$ cat config.mk
export PLATFORM = sky130hd
export DESIGN_NAME = led_matrix_scan_with_pixel_commands_unit
export DESIGN_NICKNAME = d
export VERILOG_FILES = /design/src/hdl/lmsc_pkg.sv /design/src/hdl/lmsc_frame.sv /design/src/hdl/lmsc_dp.sv /design/src/hdl/lmsc_ctrl.sv /design/src/hdl/led_matrix_scan_with_pixel_commands_unit.sv
export SDC_FILE = /design/constraint.sdc
export NUM_CORES = 2
export LEC_CHECK = 0
export ABC_AREA = 1
export BUFFER_PORTS_ARGS = -buffer_cell sky130_fd_sc_hd__buf_2
export CORE_MARGIN = 2
export CORE_UTILIZATION = 36
export DETAILED_ROUTE_END_ITERATION = 8
export GPL_ROUTABILITY_DRIVEN = 0
export PLACE_DENSITY = 0.56
export SYNTH_ARGS = -nofsm -noshare
export SYNTH_HDL_FRONTEND = slang
export SYNTH_SLANG_ARGS = --single-unit
$ cat constraint.sdc
create_clock -name i_clk -period 7.5 [get_ports i_clk]
set_input_delay 1.5 -clock i_clk [delete_from_list [all_inputs] [get_ports i_clk]]
set_output_delay 1.5 -clock i_clk [all_outputs]
set_load 0.01 [all_outputs]
$ cat src/hdl/lmsc_pkg.sv
package lmsc_pkg;

    // Command bytes on the serial side
    localparam logic [7:0] CHR_X = 8'h78;
    localparam logic [7:0] CHR_Y = 8'h79;
    localparam logic [7:0] CHR_C = 8'h63;

    // Which coordinate the next plain byte sets
    localparam logic [1:0] TGT_NONE = 2'd0;
    localparam logic [1:0] TGT_X    = 2'd1;
    localparam logic [1:0] TGT_Y    = 2'd2;

    // Controller to datapath
    typedef struct packed {
        logic capture;   // take the input item, read the scan row
        logic emit;      // load the result register and update scan/command state
        logic pix_rd;    // read the row that holds the pending pixel
        logic pix_wr;    // write that row back with the pixel set
        logic row_done;  // row end finished: apply a pending clear
    } t_cmd;

    // Datapath to controller
    typedef struct packed {
        logic mode;      // captured item is a scan tick
        logic last;      // scan tick is the last bit of its row
        logic pix_ok;    // a pixel is pending and lies inside the panel
        logic out_free;  // result register can take a new result
    } t_sts;

endpackage

$ cat src/hdl/lmsc_frame.sv
module lmsc_frame #(
    parameter int ROWS  = 16,
    parameter int WIDTH = 64,
    localparam int ROW_W = $clog2(ROWS)
) (
    input  logic             i_clk,
    input  logic             i_rst_n,
    input  logic             i_rd_en,
    input  logic [ROW_W-1:0] i_rd_row,
    output logic [WIDTH-1:0] o_rd_word,
    input  logic             i_wr_en,
    input  logic [ROW_W-1:0] i_wr_row,
    input  logic [WIDTH-1:0] i_wr_word,
    input  logic             i_clr
);

    // One word per panel row, bit p is pixel p of the row
    logic [WIDTH-1:0] mem [ROWS];
    logic [WIDTH-1:0] r_rd_word;
    logic [ROWS-1:0]  r_valid;
    logic             r_rd_vld;

    // Row store: one write and one registered read a cycle
    always_ff @(posedge i_clk) begin
        if (i_wr_en) begin
            mem[i_wr_row] <= i_wr_word;
        end
        if (i_rd_en) begin
            r_rd_word <= mem[i_rd_row];
        end
    end

    // Row valid bits: a row never written since reset or clear reads as dark
    always_ff @(posedge i_clk) begin
        if (!i_rst_n) begin
            r_valid  <= '0;
            r_rd_vld <= 1'b0;
        end else begin
            if (i_clr) begin
                r_valid <= '0;
            end else if (i_wr_en) begin
                r_valid[i_wr_row] <= 1'b1;
            end
            if (i_rd_en) begin
                r_rd_vld <= r_valid[i_rd_row];
            end
        end
    end

    assign o_rd_word = r_rd_vld ? r_rd_word : '0;

endmodule

$ cat src/hdl/lmsc_dp.sv
module lmsc_dp #(
    parameter int ROWS_PER_HALF = 16,
    parameter int BYTES_PER_ROW = 8
) (
    input  logic              i_clk,
    input  logic              i_rst_n,
    input  lmsc_pkg::t_cmd    i_cmd,
    output lmsc_pkg::t_sts    o_sts,
    input  logic              i_mode,
    input  logic [7:0]        i_rx_byte,
    input  logic              i_out_stall,
    output logic              o_out_valid,
    output logic              o_is_echo,
    output logic [7:0]        o_echo_byte,
    output logic              o_upper_bit,
    output logic              o_lower_bit,
    output logic [3:0]        o_row_select,
    output logic              o_latch
);
    import lmsc_pkg::*;

    localparam int ROW_BITS = BYTES_PER_ROW * 8;
    localparam int BIT_W    = $clog2(ROW_BITS);
    localparam int ROW_W    = $clog2(ROWS_PER_HALF);

    // Captured item
    logic             r_mode;
    logic [7:0]       r_byte;
    // Scan and command state
    logic [BIT_W-1:0] r_bit_pos;
    logic [ROW_W-1:0] r_scan_row;
    logic [1:0]       r_target;
    logic [7:0]       r_x;
    logic [7:0]       r_y;
    logic             r_pix_pend;
    logic             r_clr_pend;
    // Result register
    logic             r_out_valid;
    logic             r_is_echo;
    logic [7:0]       r_echo_byte;
    logic             r_upper;
    logic             r_lower;
    logic [3:0]       r_row_sel;
    logic             r_latch;

    logic             last;
    logic             pix_upper;
    logic [7:0]       y_low;
    logic [ROW_W-1:0] pix_row;
    logic [ROW_W-1:0] rd_row;
    logic [ROW_W+3:0] row_ext;
    logic [ROW_BITS-1:0] pix_mask;
    logic [ROW_BITS-1:0] up_word;
    logic [ROW_BITS-1:0] lo_word;
    logic             clr;

    // Pixel address decode
    assign pix_upper = {1'b0, r_y} < 9'(ROWS_PER_HALF);
    assign y_low     = r_y - 8'(ROWS_PER_HALF);
    assign pix_row   = pix_upper ? r_y[ROW_W-1:0] : y_low[ROW_W-1:0];
    assign pix_mask  = ROW_BITS'(1) << r_x[BIT_W-1:0];

    assign rd_row  = i_cmd.pix_rd ? pix_row : r_scan_row;
    assign clr     = i_cmd.row_done && r_clr_pend;
    assign last    = r_bit_pos == BIT_W'(ROW_BITS - 1);
    assign row_ext = {4'b0000, r_scan_row};

    lmsc_frame #(
        .ROWS  (ROWS_PER_HALF),
        .WIDTH (ROW_BITS)
    ) u_upper (
        .i_clk     (i_clk),
        .i_rst_n   (i_rst_n),
        .i_rd_en   (i_cmd.capture || (i_cmd.pix_rd && pix_upper)),
        .i_rd_row  (rd_row),
        .o_rd_word (up_word),
        .i_wr_en   (i_cmd.pix_wr && pix_upper),
        .i_wr_row  (pix_row),
        .i_wr_word (up_word | pix_mask),
        .i_clr     (clr)
    );

    lmsc_frame #(
        .ROWS  (ROWS_PER_HALF),
        .WIDTH (ROW_BITS)
    ) u_lower (
        .i_clk     (i_clk),
        .i_rst_n   (i_rst_n),
        .i_rd_en   (i_cmd.capture || (i_cmd.pix_rd && !pix_upper)),
        .i_rd_row  (rd_row),
        .o_rd_word (lo_word),
        .i_wr_en   (i_cmd.pix_wr && !pix_upper),
        .i_wr_row  (pix_row),
        .i_wr_word (lo_word | pix_mask),
        .i_clr     (clr)
    );

    // Status to the controller
    always_comb begin
        o_sts.mode     = r_mode;
        o_sts.last     = last;
        o_sts.pix_ok   = r_pix_pend && ({1'b0, r_x} < 9'(ROW_BITS))
                         && ({1'b0, r_y} < 9'(2 * ROWS_PER_HALF));
        o_sts.out_free = !r_out_valid || !i_out_stall;
    end

    // Captured item and result payload
    always_ff @(posedge i_clk) begin
        if (i_cmd.capture) begin
            r_mode <= i_mode;
            r_byte <= i_rx_byte;
        end
        if (i_cmd.emit) begin
            r_row_sel <= row_ext[3:0];
            if (r_mode) begin
                r_is_echo   <= 1'b0;
                r_echo_byte <= 8'h00;
                r_upper     <= !up_word[r_bit_pos];
                r_lower     <= !lo_word[r_bit_pos];
                r_latch     <= last;
            end else begin
                r_is_echo   <= 1'b1;
                r_echo_byte <= r_byte;
                r_upper     <= 1'b1;
                r_lower     <= 1'b1;
                r_latch     <= 1'b0;
            end
        end
    end

    // Scan position, command decode and result valid
    always_ff @(posedge i_clk) begin
        if (!i_rst_n) begin
            r_out_valid <= 1'b0;
            r_bit_pos   <= '0;
            r_scan_row  <= '0;
            r_target    <= TGT_NONE;
            r_x         <= 8'h00;
            r_y         <= 8'h00;
            r_pix_pend  <= 1'b0;
            r_clr_pend  <= 1'b0;
        end else begin
            if (!i_out_stall) begin
                r_out_valid <= 1'b0;
            end
            if (clr) begin
                r_clr_pend <= 1'b0;
            end
            if (i_cmd.emit) begin
                r_out_valid <= 1'b1;
                if (r_mode) begin
                    if (last) begin
                        r_bit_pos  <= '0;
                        r_pix_pend <= 1'b0;
                        if (r_scan_row == ROW_W'(ROWS_PER_HALF - 1)) begin
                            r_scan_row <= '0;
                        end else begin
                            r_scan_row <= r_scan_row + 1'b1;
                        end
                    end else begin
                        r_bit_pos <= r_bit_pos + 1'b1;
                    end
                end else if (!r_pix_pend) begin
                    // bytes are ignored while a pixel waits for the row end
                    if (r_byte == CHR_X) begin
                        r_target <= TGT_X;
                    end else if (r_byte == CHR_Y) begin
                        r_target <= TGT_Y;
                    end else if (r_byte == CHR_C) begin
                        r_clr_pend <= 1'b1;
                    end else if (r_target == TGT_X) begin
                        r_x <= r_byte;
                    end else begin
                        r_y        <= r_byte;
                        r_pix_pend <= 1'b1;
                    end
                end
            end
        end
    end

    assign o_out_valid  = r_out_valid;
    assign o_is_echo    = r_is_echo;
    assign o_echo_byte  = r_echo_byte;
    assign o_upper_bit  = r_upper;
    assign o_lower_bit  = r_lower;
    assign o_row_select = r_row_sel;
    assign o_latch      = r_latch;

endmodule

$ cat src/hdl/lmsc_ctrl.sv
module lmsc_ctrl (
    input  logic           i_clk,
    input  logic           i_rst_n,
    input  logic           i_in_valid,
    output logic           o_in_stall,
    output lmsc_pkg::t_cmd o_cmd,
    input  lmsc_pkg::t_sts i_sts
);
    import lmsc_pkg::*;

    localparam logic [1:0] S_IDLE  = 2'd0;
    localparam logic [1:0] S_EMIT  = 2'd1;
    localparam logic [1:0] S_PIXRD = 2'd2;
    localparam logic [1:0] S_PIXWR = 2'd3;

    logic [1:0] r_state;
    logic [1:0] n_state;

    // Input is taken only between items
    assign o_in_stall = r_state != S_IDLE;

    // Sequencing of one item
    always_comb begin
        o_cmd   = '0;
        n_state = r_state;
        unique case (r_state)
            S_IDLE: begin
                if (i_in_valid) begin
                    o_cmd.capture = 1'b1;
                    n_state       = S_EMIT;
                end
            end
            S_EMIT: begin
                if (i_sts.out_free) begin
                    o_cmd.emit = 1'b1;
                    n_state    = S_IDLE;
                    if (i_sts.mode && i_sts.last) begin
                        if (i_sts.pix_ok) begin
                            n_state = S_PIXRD;
                        end else begin
                            o_cmd.row_done = 1'b1;
                        end
                    end
                end
            end
            S_PIXRD: begin
                o_cmd.pix_rd = 1'b1;
                n_state      = S_PIXWR;
            end
            S_PIXWR: begin
                o_cmd.pix_wr   = 1'b1;
                o_cmd.row_done = 1'b1;
                n_state        = S_IDLE;
            end
            default: begin
                n_state = S_IDLE;
            end
        endcase
    end

    always_ff @(posedge i_clk) begin
        if (!i_rst_n) begin
            r_state <= S_IDLE;
        end else begin
            r_state <= n_state;
        end
    end

endmodule

$ cat src/hdl/led_matrix_scan_with_pixel_commands_unit.sv
// Channel  | valid        | stall        | payload
// input    | i_in_valid   | o_in_stall   | i_mode, i_rx_byte
// result   | o_out_valid  | i_out_stall  | o_is_echo, o_echo_byte, o_upper_bit,
//          |              |              | o_lower_bit, o_row_select, o_latch
//
// An echo or a scan tick is captured with the row store read, then its result is registered.
// A row end with an in-range pending pixel then reads and writes back that row through the
// store's separate read and write ports. A clear wipes the row valid bits when a row ends.
// Reset (synchronous, i_rst_n low) empties the frames, the scan position and pending commands.
// A stalled result holds the next item at the result step; input stays stalled meanwhile.
module led_matrix_scan_with_pixel_commands_unit #(
    parameter int ROWS_PER_HALF = 16,
    parameter int BYTES_PER_ROW = 8
) (
    input  logic       i_clk,
    input  logic       i_rst_n,
    input  logic       i_in_valid,
    output logic       o_in_stall,
    input  logic       i_mode,
    input  logic [7:0] i_rx_byte,
    output logic       o_out_valid,
    input  logic       i_out_stall,
    output logic       o_is_echo,
    output logic [7:0] o_echo_byte,
    output logic       o_upper_bit,
    output logic       o_lower_bit,
    output logic [3:0] o_row_select,
    output logic       o_latch
);
    import lmsc_pkg::*;

    t_cmd cmd;
    t_sts sts;

    lmsc_ctrl u_ctrl (
        .i_clk      (i_clk),
        .i_rst_n    (i_rst_n),
        .i_in_valid (i_in_valid),
        .o_in_stall (o_in_stall),
        .o_cmd      (cmd),
        .i_sts      (sts)
    );

    lmsc_dp #(
        .ROWS_PER_HALF (ROWS_PER_HALF),
        .BYTES_PER_ROW (BYTES_PER_ROW)
    ) u_dp (
        .i_clk        (i_clk),
        .i_rst_n      (i_rst_n),
        .i_cmd        (cmd),
        .o_sts        (sts),
        .i_mode       (i_mode),
        .i_rx_byte    (i_rx_byte),
        .i_out_stall  (i_out_stall),
        .o_out_valid  (o_out_valid),
        .o_is_echo    (o_is_echo),
        .o_echo_byte  (o_echo_byte),
        .o_upper_bit  (o_upper_bit),
        .o_lower_bit  (o_lower_bit),
        .o_row_select (o_row_select),
        .o_latch      (o_latch)
    );

endmodule

==> results.py <==
metrics = {
    "run_status": {
        "status": "finished, final reports clean",
    },
    "global_routing": {
        "grt_usage_pct": 20.0,
        "grt_max_degree": 187,
        "grt_antenna_before_repair": 3,
        "grt_util_met3_pct": 2.76,
        "busiest_layer": "met2",
        "grt_overflow": 0,
        "grt_pass1_wl_mm": 387,
        "first_global_vias": 56975,
        "grt_use_met1_pct": 27.4,
        "use_met2_pct": 32.4,
    },
    "yosys": {
        "syn_nets": 7666,
        "yosys.area.top_type": "edfxtp_1",
        "synth-edff-count": 2201,
        "synth.cell_area_um2": 91500,
        "yosysTopAreaCellShare_pct": 72.2,
        "synthTopCellsByArea": "edfxtp_1, nand2_1, nand3_1",
        "synth_cell_types": 32,
        "yosysSeqAreaShare_pct": 73.7,
        "synth_ff_type": "edfxtp_1",
        "yosys-top-cells-count": "edfxtp_1, nand2_1, nand3_1",
        "synthCells": 7651,
        "synth.most_common_cell": "edfxtp_1",
        "avgSynthCellArea_um2": 12.0,
        "async_reset_ff_share_pct": 0,
        "synth_warnings": 0,
        "ys_seq_elements": 2268,
    },
    "power": {
        "peakVddDrop_uv": 296,
        "p_clk_share_pct": 43.4,
        "power_frac_comb_pct": 1.4,
        "p_leak_uw": 0.0351,
        "power.density_nw_per_um2": 246,
        "p_int_uw": 20100,
        "power_switching_uw": 5110,
        "power.share.sequential_pct": 55.2,
        "netSwitchingFraction_pct": 20.3,
    },
    "route": {
        "num_vias": 59991,
        "initialDrtViolationCount": 6935,
        "drc": 0,
        "dr.pass1.iters": 6,
        "wl_mm": 265,
        "via_per_inst": 5.40,
        "detail_route.wl_per_cell_um": 23.8,
        "postRouteAntennaNets": 0,
    },
    "timing": {
        "tightest_slew_ps": 1350,
        "min_period_ps": 3870,
        "rsz0062_at_grt": "no",
        "setup_violations": 0,
        "relSlewSlack_pct": 9.16,
        "fin_setup_tns_ps": 0,
        "fin_worst_skew_ps": 29.5,
        "fmaxAchievable_ghz": 0.259,
        "period_share_pct": 51.6,
        "maxSlewViolCount": 0,
        "hold_violations": 0,
    },
    "critical_path": {
        "cp-start-kind": "register",
        "crit_fanout": 43,
        "arrival_ps": 4340,
        "r2r_slack_ps": 3630,
        "cp.required_ps": 7970,
        "cp-end-kind": "register",
        "worst-setup-path-type": "reg -> reg",
    },
    "cells_and_area": {
        "area_growth_pct": 11.8,
        "layout.nets": 7580,
        "stdcell_count": 11119,
        "final_core_util_pct": 40.4,
        "drive_gt1_share_pct": 7.20,
    },
    "floorplan": {
        "die_w_um": 508,
        "std_cell_rows": 185,
        "core_area_um2": 253000,
        "ios": 31,
        "die_area_um2": 258000,
        "die_h_um": 508,
        "initial_utilization_pct": 36.1,
    },
    "placed_design": {
        "dp_hpwl_mm": 132,
        "io_buffers": 30,
        "dp.cells": 10713,
    },
    "clocking": {
        "numCtsBuffers": 216,
        "post_cts_buffers": 0,
        "cts_sinks": 2268,
        "cts_hold_buf": 0,
        "htreeDepth": 4,
        "ctsResizeCount": 0,
        "path_clk_slew_ps": 60,
        "root_buffer": "clkbuf_16",
        "cts_tree": "done",
        "clock_latency_ps": 870,
        "clk_path_buf_depth": 3,
    },
    "hold_path": {
        "min_path_type": "reg -> reg",
    },
    "run": {
        "drv_cap": 0,
    },
}
==> sequential cells by signal, indices dropped and copies added, names as in the netlist, 16 cells and up, named ones only <==
signal	cells
u_dp.u_lower.r_valid	16
u_dp.u_lower.r_rd_word	64
u_dp.u_upper.r_rd_word	64
u_dp.u_upper.mem	1024
u_dp.u_upper.r_valid	16
u_dp.u_lower.mem	1024
==> logic make-up (layout without fill, tap and decap cells) <==
| logic type | Yosys count | count (layout) | synth area share, % |
|---|---|---|---|
| simple gates | 4046 | 4046 | 18.9 |
| fa+ha+maj | 2 | 2 | 0.0273 |
| other cells | 0 | 1 | 0 |
| flops | 2268 | 2268 | 73.7 |
| xor+xnor | 1 | 1 | 0.00957 |
| compound gates | 696 | 696 | 4.18 |
| buf+inv | 638 | 739 | 3.15 |
==> power groups by stage <==
| stage | Sequential (µW) | Clock (µW) | Combinational [µW] |
|---|---|---|---|
| floorplan | 14200 | 0 | 167 |
| global placement | 14200 | 0 | 336 |
| detailed placement | 14200 | 0 | 342 |
| CTS | 13900 | 11100 | 343 |
| global route | 13900 | 11500 | 372 |
| finish | 13900 | 10900 | 350 |
==> layout by cell type (no fill, tap or decap), types with 32 or more instances in the layout <==
cell type	n
a21oi_1	198
buf_4	148
clkbuf_1	47
clkbuf_16	220
clkinv_1	52
clkinv_2	43
dfxtp_1	64
edfxtp_1	2201
inv_1	132
nand2_1	1940
nand3_1	1426
nand4_1	56
nor2_1	497
nor2_4	32
o211ai_1	126
o21ai_0	336
or2_1	72
==> worst max-delay path: stages, from the launching register on <==
cell and delay (ps):
dfxtp_1 310, or2_2 300, nor2_1 180, inv_1 80
nor2_1 260, inv_1 140, nor2_1 170, inv_1 50
buf_4 270, nor2_4 810, buf_4 780
==> final cells by class <==
type / instances / area, µm²
Antenna cell: 1 / 2.50
Clock buffer: 274 / 5780
Clock inverter: 131 / 1260
Fill cell: 23623 / 151000
Inverter: 138 / 533
Multi-Input combinational cell: 4745 / 21500
Sequential cell: 2268 / 67400
Tap cell: 3366 / 4210
Timing Repair Buffer: 196 / 1620
==> final timing paths <==
path | from | to | depth (start not counted)
setup / recovery | u_dp.r_y[7] | u_dp.u_upper.mem[5][36] | 10
hold / removal | u_dp.u_lower.r_valid[15] | u_dp.u_lower.r_valid[15] | 2
setup reg to reg | u_dp.r_y[7] | u_dp.u_upper.mem[5][36] | 10
hold reg to reg | u_dp.u_lower.r_valid[15] | u_dp.u_lower.r_valid[15] | 2
==> metal layers <==
| metal | vias to the layer above | share of wire, % | wire length, µm |
|---|---|---|---|
| met5 | - | 0 | 0 |
| met4 | 0 | 3.8 | 9940 |
| met3 | 438 | 7.1 | 18800 |
| met2 | 2469 | 47 | 125000 |
| met1 | 30049 | 42 | 112000 |
| li1 | 27035 | - | - |
==> through the flow <==
stage	power [µW]	setup slack (ps)	area (µm²)	hold slack, ps
floorplan	14300	1350	91500	427
global placement	14500	3510	95300	440
detailed placement	14500	3620	95300	449
CTS	25300	3590	102000	455
global route	25800	3420	102000	486
finish	25200	3630	102000	457
(Power assumes the default switching activity.)
